File: config.mk
export PLATFORM = sky130hd
export DESIGN_NAME = crc_framed_word_deframer_unit
export DESIGN_NICKNAME = d
export VERILOG_FILES = /design/src/rtl/core/cfwd_pkg.sv /design/src/rtl/core/cfwd_dp.sv /design/src/rtl/core/cfwd_ctrl.sv /design/src/rtl/core/crc_framed_word_deframer_unit.sv
export SDC_FILE = /design/constraint.sdc
export NUM_CORES = 1
export LEC_CHECK = 0
export BUFFER_PORTS_ARGS = -buffer_cell sky130_fd_sc_hd__buf_2
export CORE_MARGIN = 3
export CORE_UTILIZATION = 45
export DETAILED_ROUTE_END_ITERATION = 10
export GPL_TIMING_DRIVEN = 0
export PLACE_DENSITY_LB_ADDON = 0.3
export SLEW_MARGIN = 10
export SYNTH_ARGS = -nofsm -noshare
export SYNTH_HDL_FRONTEND = slang
export SYNTH_HIERARCHICAL = 1
export SYNTH_SLANG_ARGS = --single-unit
File: constraint.sdc
create_clock -name clock -period 4.64 [get_ports clock]
set_input_delay 0.928 -clock clock [delete_from_list [all_inputs] [get_ports clock]]
set_output_delay 0.928 -clock clock [all_outputs]
set_load 0.02 [all_outputs]
File: src/rtl/core/cfwd_pkg.sv
// Shared types and constants for the CRC framed word deframer.
// No dependencies; imported by cfwd_ctrl, cfwd_dp and the top level.
`default_nettype none

package cfwd_pkg;

   // Link format and sizing
   localparam int unsigned STORE_WORDS = 32;
   localparam int unsigned MAX_BYTES   = 128;
   localparam int unsigned CAP_BYTES   =
      (MAX_BYTES < 4 * STORE_WORDS) ? MAX_BYTES : 4 * STORE_WORDS;

   localparam logic [15:0] CRC_POLY      = 16'h1021;
   localparam logic [15:0] CRC_INIT      = 16'hFFFF;
   localparam logic [31:0] MAGIC_RESET   = 32'h444D4E54;
   localparam logic [7:0]  MAX_LEN_RESET = 8'd128;
   localparam logic [7:0]  CAP_LEN       = 8'(CAP_BYTES);

   // Register indexes on the csr port
   typedef enum logic [0:0] {
      CSR_FRAME_MAGIC = 1'b0,
      CSR_MAX_LEN     = 1'b1
   } csr_idx_type;

   // Controller states
   typedef enum logic [3:0] {
      ST_HUNT,
      ST_HEADER,
      ST_HDR_FEED,
      ST_CRC,
      ST_PAYLOAD,
      ST_PAY_FEED,
      ST_SINGLE,
      ST_REP_RD,
      ST_REP_OUT
   } state_type;

   // Controller to datapath commands
   typedef struct packed {
      logic hdr_load;
      logic crc_load;
      logic pay_load;
      logic rep_clr;
      logic rep_rd;
      logic rep_next;
      logic out_single;
      logic out_replay;
   } cmd_type;

   // Datapath to controller status
   typedef struct packed {
      logic magic_hit;
      logic len_ok;
      logic len_zero;
      logic feed_busy;
      logic crc_match;
      logic pay_last;
      logic rep_last;
      logic out_free;
   } sts_type;

endpackage

`default_nettype wire

File: src/rtl/core/cfwd_dp.sv
// Datapath of the deframer: config registers, byte-serial CRC16 unit,
// payload store, replay counter and the result register. Uses cfwd_pkg.
`default_nettype none

module cfwd_dp (
   input  wire logic              clock,
   input  wire logic              reset,
   // config port
   input  wire logic              csr_we,
   input  wire logic [0:0]        csr_index,
   input  wire logic [31:0]       csr_wdata,
   // input word
   input  wire logic [31:0]       req_rx_word,
   // controller interface
   input  wire cfwd_pkg::cmd_type cmd,
   output cfwd_pkg::sts_type      sts,
   // result channel
   output logic                   rsp_valid,
   input  wire logic              rsp_ready,
   output logic [15:0]            rsp_pkt_type,
   output logic [7:0]             rsp_pkt_len,
   output logic [31:0]            rsp_data_word,
   output logic [4:0]             rsp_word_index,
   output logic                   rsp_crc_ok,
   output logic                   rsp_last
);
   import cfwd_pkg::*;

   // one CCITT byte step, MSB first
   function automatic logic [15:0] crc_byte(input logic [15:0] c, input logic [7:0] b);
      logic [15:0] r;
      r = c ^ {b, 8'h00};
      for (int i = 0; i < 8; i++) begin
         r = r[15] ? ({r[14:0], 1'b0} ^ CRC_POLY) : {r[14:0], 1'b0};
      end
      return r;
   endfunction

   logic [31:0] magic_ff, magic_in;
   logic [7:0]  max_len_ff, max_len_in;
   logic [15:0] type_ff, type_in;
   logic [7:0]  len_ff, len_in;
   logic [15:0] exp_crc_ff, exp_crc_in;
   logic [15:0] crc_ff, crc_in;
   logic [31:0] feed_ff, feed_in;
   logic [2:0]  feed_cnt_ff, feed_cnt_in;
   logic [5:0]  seen_ff, seen_in;
   logic        pay_last_ff, pay_last_in;
   logic [4:0]  rep_idx_ff, rep_idx_in;
   logic [31:0] rd_data_ff;
   logic        out_valid_ff, out_valid_in;
   logic [15:0] out_type_ff, out_type_in;
   logic [7:0]  out_len_ff, out_len_in;
   logic [31:0] out_data_ff, out_data_in;
   logic [4:0]  out_idx_ff, out_idx_in;
   logic        out_ok_ff, out_ok_in;
   logic        out_last_ff, out_last_in;

   logic [31:0] store_mem [STORE_WORDS];

   logic [7:0]  limit;
   logic [5:0]  need;
   logic [7:0]  rem;
   logic [2:0]  nbytes;
   logic [31:0] keep;
   logic        out_free;

   // effective length limit and word count of the frame
   assign limit = (max_len_ff > CAP_LEN) ? CAP_LEN : max_len_ff;
   assign need  = 6'((9'(len_ff) + 9'd3) >> 2);

   // bytes of the current payload word that belong to the frame
   assign rem    = len_ff - {seen_ff, 2'b00};
   assign nbytes = (rem > 8'd4) ? 3'd4 : rem[2:0];
   always_comb begin
      for (int j = 0; j < 4; j++) begin
         keep[8*j +: 8] = (8'(j) < rem) ? req_rx_word[8*j +: 8] : 8'h00;
      end
   end

   assign out_free = !out_valid_ff || rsp_ready;

   // status to the controller
   always_comb begin
      sts.magic_hit = (req_rx_word == magic_ff);
      sts.len_ok    = (req_rx_word[15:0] <= {8'h00, limit});
      sts.len_zero  = (len_ff == 8'd0);
      sts.feed_busy = (feed_cnt_ff != 3'd0);
      sts.crc_match = (crc_ff == exp_crc_ff);
      sts.pay_last  = pay_last_ff;
      sts.rep_last  = ({1'b0, rep_idx_ff} + 6'd1 == need);
      sts.out_free  = out_free;
   end

   // next-state logic
   always_comb begin
      magic_in    = magic_ff;
      max_len_in  = max_len_ff;
      type_in     = type_ff;
      len_in      = len_ff;
      exp_crc_in  = exp_crc_ff;
      crc_in      = crc_ff;
      feed_in     = feed_ff;
      feed_cnt_in = feed_cnt_ff;
      seen_in     = seen_ff;
      pay_last_in = pay_last_ff;
      rep_idx_in  = rep_idx_ff;
      out_valid_in = out_valid_ff && !rsp_ready;
      out_type_in = out_type_ff;
      out_len_in  = out_len_ff;
      out_data_in = out_data_ff;
      out_idx_in  = out_idx_ff;
      out_ok_in   = out_ok_ff;
      out_last_in = out_last_ff;

      // config writes
      if (csr_we) begin
         case (csr_idx_type'(csr_index))
            CSR_FRAME_MAGIC: magic_in   = csr_wdata;
            CSR_MAX_LEN:     max_len_in = csr_wdata[7:0];
            default: ;
         endcase
      end

      // CRC unit: one byte per cycle
      if (feed_cnt_ff != 3'd0) begin
         crc_in      = crc_byte(crc_ff, feed_ff[7:0]);
         feed_in     = {8'h00, feed_ff[31:8]};
         feed_cnt_in = feed_cnt_ff - 3'd1;
      end

      // header: type low byte, then length low and high bytes
      if (cmd.hdr_load) begin
         type_in     = req_rx_word[31:16];
         len_in      = req_rx_word[7:0];
         crc_in      = CRC_INIT;
         feed_in     = {8'h00, req_rx_word[15:8], req_rx_word[7:0], req_rx_word[23:16]};
         feed_cnt_in = 3'd3;
      end

      if (cmd.crc_load) begin
         exp_crc_in = req_rx_word[15:0];
         seen_in    = 6'd0;
      end

      if (cmd.pay_load) begin
         feed_in     = keep;
         feed_cnt_in = nbytes;
         seen_in     = seen_ff + 6'd1;
         pay_last_in = (seen_ff + 6'd1 == need);
      end

      // replay counter
      if (cmd.rep_clr) begin
         rep_idx_in = 5'd0;
      end else if (cmd.rep_next) begin
         rep_idx_in = rep_idx_ff + 5'd1;
      end

      // result register, type and length held with the transaction
      if (cmd.out_single) begin
         out_valid_in = 1'b1;
         out_type_in  = type_ff;
         out_len_in   = len_ff;
         out_data_in  = 32'h0;
         out_idx_in   = 5'd0;
         out_ok_in    = (crc_ff == exp_crc_ff);
         out_last_in  = 1'b1;
      end else if (cmd.out_replay) begin
         out_valid_in = 1'b1;
         out_type_in  = type_ff;
         out_len_in   = len_ff;
         out_data_in  = rd_data_ff;
         out_idx_in   = rep_idx_ff;
         out_ok_in    = 1'b1;
         out_last_in  = ({1'b0, rep_idx_ff} + 6'd1 == need);
      end
   end

   // control and config registers
   always_ff @(posedge clock) begin
      if (reset) begin
         magic_ff     <= MAGIC_RESET;
         max_len_ff   <= MAX_LEN_RESET;
         type_ff      <= 16'h0;
         len_ff       <= 8'h0;
         exp_crc_ff   <= 16'h0;
         crc_ff       <= CRC_INIT;
         feed_cnt_ff  <= 3'd0;
         seen_ff      <= 6'd0;
         pay_last_ff  <= 1'b0;
         rep_idx_ff   <= 5'd0;
         out_valid_ff <= 1'b0;
      end else begin
         magic_ff     <= magic_in;
         max_len_ff   <= max_len_in;
         type_ff      <= type_in;
         len_ff       <= len_in;
         exp_crc_ff   <= exp_crc_in;
         crc_ff       <= crc_in;
         feed_cnt_ff  <= feed_cnt_in;
         seen_ff      <= seen_in;
         pay_last_ff  <= pay_last_in;
         rep_idx_ff   <= rep_idx_in;
         out_valid_ff <= out_valid_in;
      end
   end

   // payload registers
   always_ff @(posedge clock) begin
      feed_ff     <= feed_in;
      out_type_ff <= out_type_in;
      out_len_ff  <= out_len_in;
      out_data_ff <= out_data_in;
      out_idx_ff  <= out_idx_in;
      out_ok_ff   <= out_ok_in;
      out_last_ff <= out_last_in;
   end

   // payload store: one write port, registered read
   always_ff @(posedge clock) begin
      if (cmd.pay_load) begin
         store_mem[seen_ff[4:0]] <= keep;
      end
      if (cmd.rep_rd) begin
         rd_data_ff <= store_mem[rep_idx_ff];
      end
   end

   assign rsp_valid      = out_valid_ff;
   assign rsp_pkt_type   = out_type_ff;
   assign rsp_pkt_len    = out_len_ff;
   assign rsp_data_word  = out_data_ff;
   assign rsp_word_index = out_idx_ff;
   assign rsp_crc_ok     = out_ok_ff;
   assign rsp_last       = out_last_ff;

`ifndef ASSERT_OFF
   // a payload word never lands while the CRC unit still works on bytes
   a_no_feed_overrun: assert property (@(posedge clock) disable iff (reset)
      cmd.pay_load |-> (feed_cnt_ff == 3'd0))
      else $error("payload loaded while CRC feed busy");

   // the CRC unit never holds more than one word of bytes
   a_feed_bound: assert property (@(posedge clock) disable iff (reset)
      feed_cnt_ff <= 3'd4)
      else $error("CRC feed count out of range");

   // a pending result is never overwritten
   a_out_hold: assert property (@(posedge clock) disable iff (reset)
      (cmd.out_single || cmd.out_replay) |-> out_free)
      else $error("result register overwritten");
`endif

endmodule

`default_nettype wire

File: src/rtl/core/cfwd_ctrl.sv
// Controller state machine of the deframer: frame parsing phases,
// CRC feed waits and payload replay. Uses cfwd_pkg.
`default_nettype none

module cfwd_ctrl (
   input  wire logic              clock,
   input  wire logic              reset,
   input  wire logic              req_valid,
   output logic                   req_ready,
   input  wire cfwd_pkg::sts_type sts,
   output cfwd_pkg::cmd_type      cmd
);
   import cfwd_pkg::*;

   state_type state_ff, state_in;
   logic      take;

   // state register
   always_ff @(posedge clock) begin
      if (reset) begin
         state_ff <= ST_HUNT;
      end else begin
         state_ff <= state_in;
      end
   end

   assign take = req_valid && req_ready;

   // next state and commands
   always_comb begin
      state_in  = state_ff;
      req_ready = 1'b0;
      cmd       = '0;
      case (state_ff)
         ST_HUNT: begin
            req_ready = 1'b1;
            if (take && sts.magic_hit) state_in = ST_HEADER;
         end
         ST_HEADER: begin
            req_ready = 1'b1;
            if (take) begin
               if (sts.len_ok) begin
                  cmd.hdr_load = 1'b1;
                  state_in     = ST_HDR_FEED;
               end else begin
                  state_in = ST_HUNT;
               end
            end
         end
         ST_HDR_FEED: begin
            if (!sts.feed_busy) state_in = ST_CRC;
         end
         ST_CRC: begin
            req_ready = 1'b1;
            if (take) begin
               cmd.crc_load = 1'b1;
               state_in     = sts.len_zero ? ST_SINGLE : ST_PAYLOAD;
            end
         end
         ST_PAYLOAD: begin
            req_ready = 1'b1;
            if (take) begin
               cmd.pay_load = 1'b1;
               state_in     = ST_PAY_FEED;
            end
         end
         ST_PAY_FEED: begin
            if (!sts.feed_busy) begin
               if (!sts.pay_last) begin
                  state_in = ST_PAYLOAD;
               end else if (sts.crc_match) begin
                  cmd.rep_clr = 1'b1;
                  state_in    = ST_REP_RD;
               end else begin
                  state_in = ST_SINGLE;
               end
            end
         end
         ST_SINGLE: begin
            if (sts.out_free) begin
               cmd.out_single = 1'b1;
               state_in       = ST_HUNT;
            end
         end
         ST_REP_RD: begin
            cmd.rep_rd = 1'b1;
            state_in   = ST_REP_OUT;
         end
         ST_REP_OUT: begin
            if (sts.out_free) begin
               cmd.out_replay = 1'b1;
               if (sts.rep_last) begin
                  state_in = ST_HUNT;
               end else begin
                  cmd.rep_next = 1'b1;
                  state_in     = ST_REP_RD;
               end
            end
         end
         default: state_in = ST_HUNT;
      endcase
   end

`ifndef ASSERT_OFF
   // a store read always follows a cleared or advanced replay index
   a_rep_order: assert property (@(posedge clock) disable iff (reset)
      cmd.rep_rd |-> ($past(cmd.rep_clr) || $past(cmd.rep_next)))
      else $error("replay read without index update");

   // only one result source per cycle
   a_one_out: assert property (@(posedge clock) disable iff (reset)
      !(cmd.out_single && cmd.out_replay))
      else $error("two result loads in one cycle");

   // a single result load ends the frame and returns to the hunt
   a_out_next: assert property (@(posedge clock) disable iff (reset)
      cmd.out_single |=> (state_ff == ST_HUNT))
      else $error("single result did not end the frame");
`endif

endmodule

`default_nettype wire

File: src/rtl/core/crc_framed_word_deframer_unit.sv
// Top level of the CRC framed word deframer: ties the controller to the
// datapath. Uses cfwd_pkg, cfwd_ctrl and cfwd_dp.
// Hunts for the magic word, then takes a header, a CRC word and the payload words of a
// frame. After the header the input is held while the CRC16 unit folds the header's three
// bytes, and after each payload word while it folds that word's bytes in the frame:
// the CRC16 unit folds one byte per cycle. At frame end a bad or empty frame gives one
// result; a good frame replays its stored words, each passing the registered read of the
// payload store before it enters the result register. A pending result does not block
// the next frame's hunt. No clearing pass after reset.
`default_nettype none

module crc_framed_word_deframer_unit (
   input  wire logic        clock,
   input  wire logic        reset,
   // configuration
   input  wire logic        csr_we,
   input  wire logic [0:0]  csr_index,
   input  wire logic [31:0] csr_wdata,
   // input words
   input  wire logic        req_valid,
   output logic             req_ready,
   input  wire logic [31:0] req_rx_word,
   // results
   output logic             rsp_valid,
   input  wire logic        rsp_ready,
   output logic [15:0]      rsp_pkt_type,
   output logic [7:0]       rsp_pkt_len,
   output logic [31:0]      rsp_data_word,
   output logic [4:0]       rsp_word_index,
   output logic             rsp_crc_ok,
   output logic             rsp_last
);
   import cfwd_pkg::*;

   cmd_type cmd;
   sts_type sts;

   // phase controller
   cfwd_ctrl u_ctrl (
      .clock     (clock),
      .reset     (reset),
      .req_valid (req_valid),
      .req_ready (req_ready),
      .sts       (sts),
      .cmd       (cmd)
   );

   // CRC, store and result datapath
   cfwd_dp u_dp (
      .clock          (clock),
      .reset          (reset),
      .csr_we         (csr_we),
      .csr_index      (csr_index),
      .csr_wdata      (csr_wdata),
      .req_rx_word    (req_rx_word),
      .cmd            (cmd),
      .sts            (sts),
      .rsp_valid      (rsp_valid),
      .rsp_ready      (rsp_ready),
      .rsp_pkt_type   (rsp_pkt_type),
      .rsp_pkt_len    (rsp_pkt_len),
      .rsp_data_word  (rsp_data_word),
      .rsp_word_index (rsp_word_index),
      .rsp_crc_ok     (rsp_crc_ok),
      .rsp_last       (rsp_last)
   );

endmodule

`default_nettype wire

# Word level (Yosys, flattened, before mapping)
# Memories as Yosys holds them, arrays and structs flattened. A register that Yosys moved wholly into a read port is not among the register bits.
# Index checks and enable logic that the tools add are counted.
[totals]
register_bits = 211
ram_bits = 1024
inputBits = 70
out_inout_bits = 65
word_cells = 145
mem_count = 1
[classes]
n_addsub = 6
n_lt_le_gt_ge = 7
eq_ne = 20
muxes = 64
n_bitwise = 10
reduce_logical = 18
[memory_table]
columns = ["memory", "words", "word_bits", "read_ports", "rd_ports_with_merged_regs", "wr", "line", "source"]
rows = [
  ["u_dp.store_mem", 32, 32, 1, 1, 1, "cfwd_dp.sv:59", "logic [31:0] store_mem [STORE_WORDS];"],
]
[op_table]
columns = ["cell", "count"]
rows = [
  ["$mux 13", 8],
  ["$mux 32", 3],
  ["$mux 8", 7],
  ["$pmux 4 s9", 1],
  ["$eq 32x32->1", 1],
  ["$mux 16", 2],
  ["$mux 4", 8],
  ["$mux 1", 25],
  ["$not 3->3", 8],
  ["$eq 16x16->1", 1],
  ["$eq 4x3->1 const B", 4],
  ["$le 16x8->1", 1],
  ["$lt 1x8->1 const A", 2],
  ["$lt 2x8->1 const A", 2],
  ["$xor 16x16->16", 1],
  ["$mux 3", 5],
  ["$eq 6x6->1", 2],
  ["$mux 6", 2],
  ["$ne 2x1->1 const B", 6],
  ["$add 8x2->8 const B", 1],
  ["$eq 4x2->1 const B", 2],
  ["$gt 8x3->1 const B", 1],
  ["$gt 8x8->1 const B", 1],
  ["$logic_not 8->1", 1],
  ["other kinds (20)", 30],
]

# Logic depth before layout (Yosys ltp)
[logic_depth]
ltp_word = 17
depth_mapped = 16
ltp_nobuf = 15

# Hierarchy
# The synthesis kept the hierarchy.
[by_module_without_submodules]
columns = ["module", "n_inst", "cells_per_inst", "area_each_um2", "seq_area_each_um2"]
rows = [
  ["cfwd_dp", 1, 2497, 49278.5, 36424.9],
  ["cfwd_ctrl", 1, 63, 474.2, 80.1],
]

# Worst setup path before layout
# OpenSTA, ideal clock, no wires.
[synth_path]
path_type = "input port to flip-flop"
startpoint = "input req_rx_word[2]"
endpoint = "register u_dp.feed_ff[0], enable pin"
setup_ns = 0.390
t_arrival_ns = 3.168
required_time_ns = 4.250
setup_slack_ns = 1.082
cell_stages = 10
n_path_buf = 1
cell_sequence = "ha_1 > a21o_1 > a211o_1 > a21oi_1 > o21ai_1 > a21oi_1 > and4_1 > clkbuf_1 > nor2_1 > nand2_1"
[synth_lines]
columns = ["element", "line", "source"]
rows = [
  ["start: declaration", "crc_framed_word_deframer_unit.sv:22", "input wire logic [31:0] req_rx_word,"],
  ["end signal: assignment", "cfwd_dp.sv:211", "feed_ff <= feed_in;"],
  ["end: declaration", "cfwd_dp.sv:45", "logic [31:0] feed_ff, feed_in;"],
]

==> impl_metrics.csv <==
group,metric,value,unit
drt,vias,26500,
worst_setup_path,worstPathCellList,"nor4b_2 -> and2_1 -> clkbuf_1 -> clkdlybuf4s15_1 -> buf_1 -> nor2_1 -> clkinvlp_4",
worst_setup_path,r2r-end,"u_dp/rsp_pkt_type[8]$_DFFE_PP_",
drt,drt_wl_total,132000,µm
sta,fin_crit_sh,95.4,%
power_and_ir_drop,clkPwrFrac,38.4,%
floorplanning,core_area,109000,µm²
worst_setup_path,arrival,4790,ps
worst_setup_path,reg2reg_slack,210,ps
final_layout,syn_to_final_growth,17.1,%
clocking,clockBufferDepth,3,
logic_synthesis,synth_seq_cells,1267,
logic_synthesis,ys.flop_type,"edfxtp_1",
logic_synthesis,synthTopCellsByCount,"edfxtp_1, mux4_2, dfxtp_1",
run,maxCapViolCount,0,
grt,grt_pass1_wl,190000,µm
final_layout,fin_nets,2982,
drt,wire_per_inst,29.6,µm
clocking,h-tree-depth,4,
final_layout,drive_above_1_share,28.3,%
placed_design,gp_routability_congestion,0.879,
worst_setup_path,crit_path_start,"u_ctrl/state_ff[1]$_SDFFE_PP0P_",
worst_setup_path,rr_worst_depth,7,
sta,drv_slew,0,
logic_synthesis,syn_area,49800,µm²
final_layout,fin_area,58200,µm²
power_and_ir_drop,intPower,20.8,mW
drt,vias_per_cell,5.93,
grt,grt_pass1_vias,27000,
worst_setup_path,cp-end-kind,"flip-flop",
worst_setup_path,crit_end,"u_dp/rsp_pkt_type[8]$_DFFE_PP_",
logic_synthesis,syn_nets,2651,
sta,hold_ws,407,ps
clocking,cts-buffers-inserted,131,
worst_hold_path,hp-class,"in2reg",
sta,rsz0062_at_grt,"no",
logic_synthesis,yosysMostFrequentCell,"edfxtp_1",
power_and_ir_drop,power.density,473,nW/µm²
logic_synthesis,synthTopCellsByArea,"edfxtp_1, mux4_2, dfxtp_1, mux2i_1, nor2_1",
logic_synthesis,ys_warn_count,6,
grt,grt_max_degree,34,
sta,fmax,226,MHz
drt,drt_first_pass_iters,5,
floorplanning,die_h,339,µm
floorplanning,die_x,339,µm
worst_setup_path,required,5000,ps
logic_synthesis,synth.avg_cell_area,19.4,µm²
final_layout,multi_input_area,12900,µm²
placed_design,dp_hpwl,89100,µm
placed_design,dp_slack,-683,ps
power_and_ir_drop,p_sw,6.80,mW
logic_synthesis,seq_area_frac_synth,73.4,%
status,status,"completed",
power_and_ir_drop,peakVddDrop,0.359,mV
floorplanning,rows,121,
power_and_ir_drop,p_seq_share,50.1,%
worst_setup_path,critPathSlowestCell,"clkdlybuf4s15_1",
sta,finalHoldViolCount,0,
grt,grt_overflow,0,
drt,antenna_left,0,
sta,setup-violations-final,0,
clocking,cts-root-buf,"clkbuf_16",
final_layout,fill_cells,8468,
power_and_ir_drop,leakage,18.5,nW
worst_setup_path,rr_startpoint,"u_ctrl/state_ff[1]$_SDFFE_PP0P_",
grt,gr-usage-all-layers,23.1,%
floorplanning,dieArea,115000,µm²
sta,fin_skew,46.0,ps
floorplanning,initial_core_util,45.5,%
clocking,post-cts-setup-buffer-count,0,
worst_setup_path,start_kind,"flip-flop",
clocking,insertion_delay,750,ps
logic_synthesis,synthArstFlopShare,0,%
sta,setup_ws,212,ps
drt,drc,0,
drt,first_iter_violations,3452,
floorplanning,io_pins,135,
logic_synthesis,yosysTopAreaCellShare,67.2,%
worst_setup_path,critPathMaxFanout,25,
clocking,clkTransAtPathRegs,60,ps
logic_synthesis,synth_edf_count,1113,
placed_design,placed_area,53800,µm²
grt,antenna_found_initial,3,
logic_synthesis,netlist_instances,2560,
sta,worst_pin_slew,1300,ps
worst_setup_path,worstSetupPathType,"reg2reg",
final_layout,final-seq-area,36500,µm²
power_and_ir_drop,power_frac_comb,11.5,%
sta,period_minus_slack,4430,ps
logic_synthesis,yosysTopAreaCell,"edfxtp_1",
sta,slew_headroom,13.4,%
clocking,cts_tree,"done",
logic_synthesis,netlist-cell-type-count,59,
clocking,cts.sinks,1267,
placed_design,portBuffers,134,
worst_setup_path,cpPeakStageDelay,930,ps
power_and_ir_drop,p_sw_share,24.7,%
==> metal layers <==
layer  global-route usage [%]  share of wire (%)  vias to the layer above
li1                         -                  -                    10900
met3                     4.65                9.0                      242
met1                     31.8                 40                    13900
met4                     8.37                3.4                        0
met5                        0                  0                        -
met2                     36.9                 48                     1455
==> power by group through the flow <==
stage | Clock, mW | Combinational [mW] | Sequential [mW]
CTS | 10.8 | 3.14 | 13.8
global route | 11.2 | 3.44 | 13.8
finish | 10.6 | 3.17 | 13.8
floorplan | 0 | 1.82 | 14.1
detailed placement | 0 | 3.12 | 14.0
global placement | 0 | 2.72 | 14.1
==> cells by family after synthesis <==
kind of cell | count (synthesis) | synth area share, %
and+or+nand+nor | 433 | 4.03
AOI/OAI and AO/OA | 120 | 1.57
xor gates and xnor gates | 101 | 1.78
adders and majority gates | 21 | 0.543
DFF | 1267 | 73.4
muxes | 456 | 17.3
buffers and inverters | 162 | 1.40
==> registers in the layout, summed over array words and instances, names as in the netlist <==
| signal | count |
|---|---|
| u_dp/rsp_pkt_len | 8 |
| u_dp/exp_crc_ff | 16 |
| u_dp/rep_idx_ff | 5 |
| u_dp/rsp_last | 1 |
| u_dp/crc_ff | 16 |
| u_dp/seen_ff | 6 |
| u_dp/rsp_valid | 1 |
| u_dp/feed_ff | 32 |
| u_dp/pay_last_ff | 1 |
| u_dp/rd_data_ff | 32 |
| u_dp/store_mem | 1024 |
| u_dp/feed_cnt_ff | 3 |
| u_dp/rsp_word_index | 5 |
| u_dp/rsp_crc_ok | 1 |
| u_dp/rsp_pkt_type | 16 |
| u_dp/magic_ff | 32 |
| u_ctrl/state_ff | 4 |
| u_dp/type_ff | 16 |
| u_dp/rsp_data_word | 32 |
| u_dp/len_ff | 8 |
| u_dp/max_len_ff | 8 |
==> critical path, delay by kind of cell (launching register included) <==
family	cells	cell delay [ps]
flops	1	360
simple gates	3	820
buf+inv	4	2810
==> worst min-delay path by stage <==
| stage | startpoint | to | slack, ps | cells past startpoint |
|---|---|---|---|---|
| floorplan | u_dp/len_ff[2]$_SDFFE_PP0P_ | u_dp/rsp_pkt_len[2]$_DFFE_PP_ | 400 | 0 |
| global placement | u_dp/type_ff[4]$_SDFFE_PP0P_ | u_dp/rsp_pkt_type[4]$_DFFE_PP_ | 410 | 0 |
| detailed placement | u_dp/type_ff[12]$_SDFFE_PP0P_ | u_dp/rsp_pkt_type[12]$_DFFE_PP_ | 420 | 0 |
| CTS | csr_wdata[14] | u_dp/magic_ff[14]$_SDFFE_PP1P_ | 370 | 3 |
| global route | csr_wdata[19] | u_dp/magic_ff[19]$_SDFFE_PP1P_ | 400 | 3 |
| finish | csr_wdata[19] | u_dp/magic_ff[19]$_SDFFE_PP1P_ | 410 | 3 |
==> layout by cell type, fill, tap and decap left out, types with 14 or more instances in the layout <==
| cell type | n |
|---|---|
| clkbuf_1 | 112 |
| o22ai_1 | 24 |
| mux2_2 | 32 |
| clkbuf_16 | 134 |
| nand3b_1 | 15 |
| buf_8 | 22 |
| inv_1 | 15 |
| nor3_1 | 16 |
| nor2_4 | 33 |
| mux2i_1 | 104 |
| edfxtp_1 | 1113 |
| clkinv_1 | 24 |
| buf_2 | 154 |
| xor2_1 | 55 |
| dfxtp_1 | 154 |
| ha_1 | 20 |
| nor2b_2 | 23 |
| a21oi_1 | 37 |
| nor2_1 | 115 |
| and2_1 | 18 |
| buf_1 | 14 |
| nand2_1 | 130 |
| mux4_2 | 320 |
| buf_12 | 29 |
| nand3_1 | 24 |
| xnor2_1 | 46 |
==> metrics by stage <==
stage / total power, mW / cells / utilization (%) / setup TNS [ps]
after floorplan: 15.9 / 2560 / - / 0
after global placement: 16.8 / 4170 / 47.8 / -1272800
after detailed placement: 17.2 / 4234 / 49.2 / -25450
after CTS: 27.7 / 4472 / 53.3 / 0
after global routing: 28.5 / 4473 / 53.3 / 0
final: 27.6 / 4474 / 53.3 / 0
==> final cells by class <==
type / instances / share of cell area [%]
timing repair buffer: 198 / 3.30
sequential: 1267 / 62.7
clock buffer: 169 / 6.16
clock inverter: 69 / 1.37
antenna: 2 / 0.00859
multi-input combinational: 1131 / 22.1
buffer: 142 / 1.10
inverter: 20 / 0.135
tap: 1476 / 3.17
==> timing repair <==
action                                  CTS  global route
hold buffers                              0             0
gates resized for setup                   2             0
endpoints found under the setup margin   25             0
Power figures use the tool's default switching activity.
